==> config.mk <==
export PLATFORM = sky130hd
export DESIGN_NAME = mfb_engine
export DESIGN_NICKNAME = d
export VERILOG_FILES = /design/src/design/mfb_pkg.sv /design/src/design/mfb_req_decode.sv /design/src/design/mfb_engine.sv
export SDC_FILE = /design/constraint.sdc
export NUM_CORES = 1
export LEC_CHECK = 0
export ABC_CLOCK_PERIOD_IN_PS = 2500
export BUFFER_PORTS_ARGS = -buffer_cell sky130_fd_sc_hd__buf_2
export CAP_MARGIN = 10
export CORE_MARGIN = 2
export CORE_UTILIZATION = 40
export DETAILED_ROUTE_END_ITERATION = 10
export PLACE_DENSITY = 0.69
export SLEW_MARGIN = 20
export SYNTH_ARGS = -nofsm -noshare
export SYNTH_HDL_FRONTEND = slang
export SYNTH_SLANG_ARGS = --single-unit
==> constraint.sdc <==
create_clock -name clk -period 2.5 [get_ports clk]
set_input_delay 0.25 -clock clk [delete_from_list [all_inputs] [get_ports clk]]
set_output_delay 0.25 -clock clk [all_outputs]
set_load 0.01 [all_outputs]
==> src/design/mfb_pkg.sv <==
// Shared types and constants for the monochrome frame buffer raster engine.
// Holds display geometry, request codes and the structs passed between modules.
// No dependencies.
package mfb_pkg;

	localparam int DISPLAY_WIDTH  = 160;
	localparam int DISPLAY_HEIGHT = 80;
	localparam int ROW_BYTES      = (DISPLAY_WIDTH + 7) / 8;
	localparam int STORE_BYTES    = ROW_BYTES * DISPLAY_HEIGHT;
	localparam int ADDR_W         = (STORE_BYTES > 1) ? $clog2(STORE_BYTES) : 1;
	localparam int CB_W           = (ROW_BYTES > 1) ? $clog2(ROW_BYTES) : 1;
	localparam int ROW_W          = (DISPLAY_HEIGHT > 1) ? $clog2(DISPLAY_HEIGHT) : 1;
	// Internal column/row width: holds x_start + 7 and the display limits.
	localparam int COL_W          = 11;

	localparam logic [COL_W-1:0] WIDTH_C    = COL_W'(DISPLAY_WIDTH);
	localparam logic [COL_W-1:0] HEIGHT_C   = COL_W'(DISPLAY_HEIGHT);
	localparam logic [COL_W-1:0] ROW_BITS_C = COL_W'(ROW_BYTES * 8);

	// Request codes
	localparam logic [2:0] REQ_CLEAR    = 3'd0;
	localparam logic [2:0] REQ_POINT    = 3'd1;
	localparam logic [2:0] REQ_FILL     = 3'd2;
	localparam logic [2:0] REQ_BITMAP   = 3'd3;
	localparam logic [2:0] REQ_POINT_RD = 3'd4;
	localparam logic [2:0] REQ_BYTE_RD  = 3'd5;

	localparam logic [7:0] MSB_BIT = 8'h80;

	typedef struct packed {
		logic [2:0] req_type;
		logic [9:0] x_start;
		logic [9:0] y_start;
		logic [9:0] x_end;
		logic [9:0] y_end;
		logic [7:0] pixel_color;
		logic [7:0] pixel_byte;
		logic [3:0] bit_count;
	} req_t;

	typedef struct packed {
		logic [7:0] read_byte;
		logic       clipped;
	} result_t;

	// Byte walk over a block of the store, with the column window to modify
	typedef struct packed {
		logic             do_walk;
		logic             report;
		logic             clip;
		logic             is_write;
		logic             is_read;
		logic             is_point_rd;
		logic [ROW_W-1:0] row0;
		logic [ROW_W-1:0] row1;
		logic [CB_W-1:0]  col0;
		logic [CB_W-1:0]  col1;
		logic [COL_W-1:0] lo;
		logic [COL_W-1:0] hi;
		logic [15:0]      data16;
		logic [2:0]       shift;
		logic [7:0]       rmask;
	} walk_t;

	typedef struct packed {
		logic              rd_en;
		logic [ADDR_W-1:0] rd_addr;
		logic              wr_en;
		logic [ADDR_W-1:0] wr_addr;
		logic [7:0]        wr_data;
	} mem_req_t;

	typedef enum logic [2:0] {
		ST_IDLE,
		ST_SETUP,
		ST_WALK,
		ST_DRAIN,
		ST_DONE
	} eng_state_t;

	// Walk that zeroes every byte of the store, used after reset
	function automatic walk_t init_walk();
		walk_t w;
		w             = '0;
		w.do_walk     = 1'b1;
		w.is_write    = 1'b1;
		w.row1        = ROW_W'(DISPLAY_HEIGHT - 1);
		w.col1        = CB_W'(ROW_BYTES - 1);
		w.hi          = ROW_BITS_C - COL_W'(1);
		return w;
	endfunction

endpackage

==> src/design/mfb_req_decode.sv <==
// Request decoder: turns one request into a clipped byte walk and clip flag.
// Depends on mfb_pkg for geometry, request codes and walk_t.
module mfb_req_decode import mfb_pkg::*; (
	input  req_t       req,
	input  logic [7:0] back_color,
	output walk_t      walk
);

	logic [3:0]       n_eff;
	logic [7:0]       nmask;
	logic [COL_W-1:0] xs, xe, ys, ye, xlast;
	logic [COL_W-1:0] fill_hi, fill_row1, byte_hi;
	logic             x_on, y_on, nonempty, fg;

	// Clamp the bit count and build the common bounds
	always_comb begin
		n_eff     = (req.bit_count > 4'd8) ? 4'd8 : req.bit_count;
		nmask     = ~(8'hFF >> n_eff);
		xs        = {1'b0, req.x_start};
		xe        = {1'b0, req.x_end};
		ys        = {1'b0, req.y_start};
		ye        = {1'b0, req.y_end};
		xlast     = xs + COL_W'(n_eff) - COL_W'(1);
		x_on      = xs < WIDTH_C;
		y_on      = ys < HEIGHT_C;
		nonempty  = (xs <= xe) && (ys <= ye);
		fg        = req.pixel_color != back_color;
		fill_hi   = (xe < WIDTH_C) ? xe : WIDTH_C - COL_W'(1);
		fill_row1 = (ye < HEIGHT_C) ? ye : HEIGHT_C - COL_W'(1);
		byte_hi   = (xlast < WIDTH_C) ? xlast : WIDTH_C - COL_W'(1);
	end

	// Per-request walk setup
	always_comb begin
		walk        = '0;
		walk.report = 1'b1;
		walk.row0   = ROW_W'(ys);
		walk.row1   = ROW_W'(ys);
		walk.col0   = CB_W'(xs >> 3);
		walk.col1   = CB_W'(xs >> 3);
		walk.lo     = xs;
		walk.hi     = xs;
		walk.shift  = req.x_start[2:0];
		walk.data16 = {16{fg}};
		case (req.req_type)
			REQ_CLEAR: begin
				walk        = init_walk();
				walk.report = 1'b1;
			end
			REQ_POINT: begin
				walk.do_walk  = x_on && y_on;
				walk.clip     = !(x_on && y_on);
				walk.is_write = 1'b1;
			end
			REQ_FILL: begin
				walk.do_walk  = nonempty && x_on && y_on;
				walk.clip     = nonempty && ((xe >= WIDTH_C) || (ye >= HEIGHT_C));
				walk.is_write = 1'b1;
				walk.row1     = ROW_W'(fill_row1);
				walk.col1     = CB_W'(fill_hi >> 3);
				walk.hi       = fill_hi;
			end
			REQ_BITMAP: begin
				walk.do_walk  = (n_eff != 4'd0) && x_on && y_on;
				walk.clip     = (n_eff != 4'd0) && (!y_on || (xlast >= WIDTH_C));
				walk.is_write = 1'b1;
				walk.col1     = CB_W'(byte_hi >> 3);
				walk.hi       = byte_hi;
				walk.data16   = {req.pixel_byte & nmask, 8'h00} >> req.x_start[2:0];
			end
			REQ_POINT_RD: begin
				walk.do_walk     = x_on && y_on;
				walk.clip        = !(x_on && y_on);
				walk.is_read     = 1'b1;
				walk.is_point_rd = 1'b1;
				walk.rmask       = MSB_BIT;
			end
			REQ_BYTE_RD: begin
				walk.do_walk = (n_eff != 4'd0) && x_on && y_on;
				walk.clip    = (n_eff != 4'd0) && (!y_on || (xlast >= WIDTH_C));
				walk.is_read = 1'b1;
				walk.col1    = CB_W'(byte_hi >> 3);
				walk.hi      = byte_hi;
				walk.rmask   = nmask;
			end
			default: begin
				walk.do_walk = 1'b0;
			end
		endcase
	end

endmodule

==> src/design/mfb_engine.sv <==
// Raster engine: sequences byte walks over the store with read-modify-write.
// Depends on mfb_pkg and mfb_req_decode; drives the mfb_store port struct.
module mfb_engine import mfb_pkg::*; (
	input  logic       clk,
	input  logic       arst_n,
	input  logic       in_valid,
	output logic       in_ready,
	input  req_t       req,
	input  logic       cfg_we,
	input  logic [7:0] cfg_wdata,
	output logic       res_valid,
	input  logic       res_ready,
	output result_t    res,
	output mem_req_t   mem_req,
	input  logic [7:0] rd_data
);

	localparam logic [ADDR_W-1:0] ROW_STEP = ADDR_W'(ROW_BYTES);

	eng_state_t              state_q, state_d;
	walk_t                   walk_dec, wc_q;
	logic [7:0]              back_color_q;
	logic [ROW_W-1:0]        row_q;
	logic [CB_W-1:0]         col_q;
	logic [ADDR_W-1:0]       base_q;
	logic [ADDR_W+ROW_W-1:0] row_base;
	logic [15:0]             gather_q, gather_sh;
	logic                    valid_s1, kidx_s1;
	logic [ADDR_W-1:0]       addr_s1;
	logic [CB_W-1:0]         col_s1;
	logic [7:0]              mask_s1, data_s1;
	logic [COL_W-1:0]        colj;
	logic                    last_col, last_row, accept;

	mfb_req_decode u_decode (
		.req        (req),
		.back_color (back_color_q),
		.walk       (walk_dec)
	);

	assign last_col = col_q == wc_q.col1;
	assign last_row = row_q == wc_q.row1;
	assign row_base = wc_q.row0 * ROW_STEP;
	assign accept   = in_valid && in_ready;

	// State register
	always_ff @(posedge clk or negedge arst_n) begin
		if (!arst_n) begin
			state_q <= ST_SETUP;
		end else begin
			state_q <= state_d;
		end
	end

	// Next state and handshake outputs
	always_comb begin
		state_d   = state_q;
		in_ready  = 1'b0;
		res_valid = 1'b0;
		case (state_q)
			ST_IDLE: begin
				in_ready = 1'b1;
				if (in_valid) begin
					state_d = walk_dec.do_walk ? ST_SETUP : ST_DONE;
				end
			end
			ST_SETUP: state_d = ST_WALK;
			ST_WALK: begin
				if (last_col && last_row) begin
					state_d = ST_DRAIN;
				end
			end
			ST_DRAIN: state_d = ST_DONE;
			ST_DONE: begin
				res_valid = wc_q.report;
				if (!wc_q.report || res_ready) begin
					state_d = ST_IDLE;
				end
			end
			default: state_d = ST_IDLE;
		endcase
	end

	// Hold the request's walk and the background color
	always_ff @(posedge clk or negedge arst_n) begin
		if (!arst_n) begin
			wc_q         <= init_walk();
			back_color_q <= 8'h00;
		end else begin
			if (accept) begin
				wc_q <= walk_dec;
				if (req.req_type == REQ_CLEAR) begin
					back_color_q <= req.pixel_color;
				end
			end
			if (cfg_we) begin
				back_color_q <= cfg_wdata;
			end
		end
	end

	// Advance the byte walk: columns within a row, then rows
	always_ff @(posedge clk or negedge arst_n) begin
		if (!arst_n) begin
			row_q  <= '0;
			col_q  <= '0;
			base_q <= '0;
		end else if (state_q == ST_SETUP) begin
			row_q  <= wc_q.row0;
			col_q  <= wc_q.col0;
			base_q <= row_base[ADDR_W-1:0];
		end else if (state_q == ST_WALK) begin
			if (last_col) begin
				col_q <= wc_q.col0;
				if (!last_row) begin
					row_q  <= row_q + ROW_W'(1);
					base_q <= base_q + ROW_STEP;
				end
			end else begin
				col_q <= col_q + CB_W'(1);
			end
		end
	end

	// Read stage: issue the read, carry the address into the modify stage
	assign mem_req.rd_en   = state_q == ST_WALK;
	assign mem_req.rd_addr = base_q + ADDR_W'(col_q);

	always_ff @(posedge clk or negedge arst_n) begin
		if (!arst_n) begin
			valid_s1 <= 1'b0;
		end else begin
			valid_s1 <= state_q == ST_WALK;
		end
	end

	always_ff @(posedge clk) begin
		addr_s1 <= mem_req.rd_addr;
		col_s1  <= col_q;
		kidx_s1 <= col_q[0] ^ wc_q.col0[0];
	end

	// Modify stage: bits whose column lies in the window take the new data
	always_comb begin
		mask_s1 = '0;
		colj    = '0;
		for (int j = 0; j < 8; j++) begin
			colj          = COL_W'({col_s1, 3'b000}) + COL_W'(j);
			mask_s1[7-j]  = (colj >= wc_q.lo) && (colj <= wc_q.hi);
		end
		data_s1 = kidx_s1 ? wc_q.data16[7:0] : wc_q.data16[15:8];
	end

	assign mem_req.wr_en   = valid_s1 && wc_q.is_write;
	assign mem_req.wr_addr = addr_s1;
	assign mem_req.wr_data = (rd_data & ~mask_s1) | (data_s1 & mask_s1);

	// Gather read bytes into a two-byte window
	always_ff @(posedge clk) begin
		if (accept) begin
			gather_q <= '0;
		end else if (valid_s1 && wc_q.is_read) begin
			if (kidx_s1) begin
				gather_q[7:0] <= rd_data;
			end else begin
				gather_q[15:8] <= rd_data;
			end
		end
	end

	// Align the window to the start column and form the result
	assign gather_sh = gather_q << wc_q.shift;

	always_comb begin
		res.clipped   = wc_q.clip;
		res.read_byte = '0;
		if (wc_q.is_point_rd) begin
			res.read_byte = {7'b0, gather_sh[15]};
		end else if (wc_q.is_read) begin
			res.read_byte = gather_sh[15:8] & wc_q.rmask;
		end
	end

	a_idle_no_s1: assert property (@(posedge clk) disable iff (!arst_n)
		state_q == ST_IDLE |-> !valid_s1)
		else $error("modify stage busy while engine idle");

	a_wr_in_range: assert property (@(posedge clk) disable iff (!arst_n)
		mem_req.wr_en |-> mem_req.wr_addr < ADDR_W'(STORE_BYTES))
		else $error("store write beyond last entry");

	a_no_overlap: assert property (@(posedge clk) disable iff (!arst_n)
		mem_req.rd_en && mem_req.wr_en |-> mem_req.rd_addr != mem_req.wr_addr)
		else $error("read and write hit the same entry in one cycle");

	a_walk_after_setup: assert property (@(posedge clk) disable iff (!arst_n)
		$rose(state_q == ST_WALK) |-> $past(state_q) == ST_SETUP)
		else $error("walk entered without setup");

endmodule

==> run metrics <==
status=finished, violations left; failing checks=negative setup slack; Yosys reg bits=roughly 130; ant diodes=0; fillers=2020; clk slew on worst S/H paths=0.06 ns; number of synthesized flops with an enable pin=0; leading area contributor after synthesis=dfrtp_1; total grt overflow=0; cell depth of the worst setup path=10; critical path buffer and inverter count=3; post-synth top area share=24.1%; Synth async-reset ratio=76.4%; Inst Count DP=1443; Seq/Total Area, Yosys=around a third; worst path cell trace=inv_2, ha_4, nand3_4, nor2_4, nand3_4, buf_6, o21a_1, o22ai_2, mux2_4, buf_6; clock buffer depth=2; DRT iter0 DRCs=between 600 and 700; io pins=127; Worst Path Arrival=2.57 ns; Ys Warns=0; max-cap violation count=0; Die W=152 um; worst min-delay path category=in2reg; WS Path Type=reg2out; PortBufs=around 130; Top FF cell, synth=dfrtp_1; Antenna Nets Post-Route=0; largest net degree at the start of global routing=77; Peak VDD IR=between 0.0003 and 0.0004 V; Worst EP required=about 2.3 ns; post-synth net total=between 1000 and 1500; Storage cell area=between 3000 and 4000 um2; vias per cell=5.52; Setup-failing EPs final=8; design area=11100 um2; die area=23000 um2; vias in the first global route=7693; Synth area leaders=dfrtp_1 (24%), ha_1 (9.3%), dfxtp_1 (6.9%); tightest hold margin=around 0.021 ns; CTS tree=built; CTS HTree Levels=4; RSZ-0062 raised after global routing=yes; synthesized cell area=8730 um2; final cycle utilization of the critical path=113%; first-pass GRT wire length=39700 um; Area Overhead vs Synth=27.3%; Synth cell types=77; non-filler cells, final=about 1500; nets=1351; worst-margin pin slew=roughly 1.1 ns; fin. max-slew vios=0; drt drc=0; CP max stage cell=dfstp_2; Starting Density=40.4%; Power Dens Cells=~1100 nW/um2; global-route usage over all layers=22.0%; Routed wire per std cell=roughly 17 um; worst hold stages=3; Clock Tree Root=clkbuf_16; CP max stage delay=0.54 ns; initial antenna violation count=0; First-pass DRT Iterations=6; Max Clk Rate=355 MHz; core box area=21600 um2; delay-heaviest family, CP=flip-flops; Mean Syn Cell Area=8.45 um2; Detailed Place HPWL=19000 um; Placed Area=between 9000 and 10000 um2; clk_skew=between 0.01 and 0.015 ns; multi-input logic area=5570 um2; gpl congestion=slightly below 0.9; Num CTS Buffers=17; Slew HR=27.6%; Rows=54; clk sinks=127; final hold vios=0; clk_lat worst skew=0.43 ns; layout cell share with drive strength beyond 1=28.1%; fin util=51.4%; Startpoint Class=register; final worst setup slack=-0.320 ns; crit path capture type=output pin; Vias=8236; CP Max Fanout=7; R2R depth=9; leakage power=around 0.0053 uW; synthesized instance count=slightly above 1000; minimum clock period=~2.8 ns; Routed Wire Length=25600 um; die height=152 um
-- placed cells by master (no fill, tap or decap), drive strengths merged, types with 11 or more instances in the layout --
master,synthesis,layout
buf,27,200
dfxtp,30,30
nor3,21,21
dfrtp,84,84
dfstp,13,13
clkbuf,26,19
a21o,12,12
a221oi,11,11
nor2,95,95
nand3,31,31
a21oi,55,55
nand2b,16,16
ha,65,65
o31ai,12,12
o21ai,98,98
mux2,15,15
xor2,23,23
mux2i,47,47
xnor2,27,27
nand2,129,129
o22ai,15,15
inv,64,65
-- power by group --
group | switching (uW) | internal [uW] | leakage (uW) | total (uW)
combinational | 2900 | 2650 | 0.00361 | 5560
sequential | 847 | 2880 | 0.00142 | 3730
clock | 975 | 1670 | 0.000301 | 2650
-- worst min-delay path, stage by stage --
cell and delay, ns:
buf_2 0.07, nand2_1 0.04, o21ai_0 0.05
-- final timing paths --
| kind | start | end | slack [ns] |
|---|---|---|---|
| setup / recovery | wc_q[34]$_DFFE_PN1P_ | mem_req[2] | -0.32 |
| hold / removal | cfg_wdata[3] | back_color_q[3]$_DFFE_PN0P_ | 0.02 |
| setup reg to reg | wc_q[68]$_DFFE_PN0P_ | base_q[10]$_DFFE_PN0P_ | 0.39 |
| hold reg to reg | wc_q[25]$_DFFE_PN0P_ | wc_q[25]$_DFFE_PN0P_ | 0.47 |
| max in group asynchronous | arst_n | col_q[4]$_DFFE_PN0N_ | 1.49 |
| min in group asynchronous | arst_n | wc_q[13]$_DFFE_PN0P_ | 0.27 |
-- Yosys cell counts (4+ instances only) --
| master | count |
|---|---|
| a211oi_1 | 6 |
| a21o_1 | 12 |
| a21oi_1 | 55 |
| a221oi_1 | 11 |
| a31oi_1 | 9 |
| and2_1 | 6 |
| and3_1 | 10 |
| buf_1 | 7 |
| buf_2 | 14 |
| buf_4 | 5 |
| clkbuf_1 | 25 |
| dfrtp_1 | 84 |
| dfstp_2 | 13 |
| dfxtp_1 | 30 |
| ha_1 | 65 |
| inv_1 | 64 |
| mux2_2 | 14 |
| mux2i_1 | 47 |
| nand2_1 | 128 |
| nand2b_1 | 15 |
| nand3_1 | 31 |
| nand4_1 | 6 |
| nor2_1 | 94 |
| nor2b_1 | 9 |
| nor3_1 | 17 |
| nor3_2 | 4 |
| nor4_1 | 8 |
| o21ai_0 | 77 |
| o21ai_1 | 21 |
| o22ai_1 | 15 |
| o31ai_1 | 12 |
| or3_1 | 6 |
| xnor2_1 | 27 |
| xor2_1 | 23 |
-- cells by family (layout without fill, tap and decap cells) --
kind of cell | after synthesis | count (layout) | synth area share [%]
buffers and inverters | 119 | 299 | 5.63
and+or+nand+nor | 351 | 351 | 18.8
adders and majority gates | 67 | 67 | 9.77
xor gates and xnor gates | 50 | 50 | 5.02
muxes | 64 | 64 | 7.84
DFF | 127 | 127 | 34.9
AOI/OAI and AO/OA | 255 | 255 | 18.1
-- metrics by stage --
step           setup TNS, ns  total power (uW)  worst slack [ns]
2_1_floorplan         -0.204              6630           -0.0915
3_3_place_gp           -2.02              8030            -0.274
3_5_place_dp           -2.73              8150            -0.320
4_1_cts                -2.10             11400            -0.325
5_1_grt                -2.51             12700            -0.352
6_report               -1.92             11900            -0.320
-- metal layers --
layer  routed length [um]  track usage (%)  vias up
li1                     -                -     3972
met1                11800             31.6     3918
met2                11700             34.0      305
met3                 1570             3.44       41
met4                  533             6.85        0
met5                    0                0        -
-- sequential cells by signal, indices dropped and copies added (netlist names), 3 cells and up --
signal	count
back_color_q	8
base_q	9
addr_s1	9
gather_q	15
state_q	3
row_q	7
col_s1	5
col_q	5
wc_q	63
-- timing repair --
item                                   4_1_cts  5_1_grt
pin swaps                                    9       13
hold buffers                                 1        0
buffers inserted                             5       12
setup endpoints to repair                   14       21
endpoints found under the hold margin       21        0
resized for setup                           42       36
-- area by class of cell --
cell class | instances | area share (%)
multi-input cells | 787 | 50.1
clock inverters | 13 | 1.71
clock buffers | 19 | 3.90
repair buffers | 201 | 11.4
well taps | 280 | 3.15
inverters | 66 | 2.30
flip-flops and latches | 127 | 27.5
Note: power is estimated with default switching activity, not from simulation.
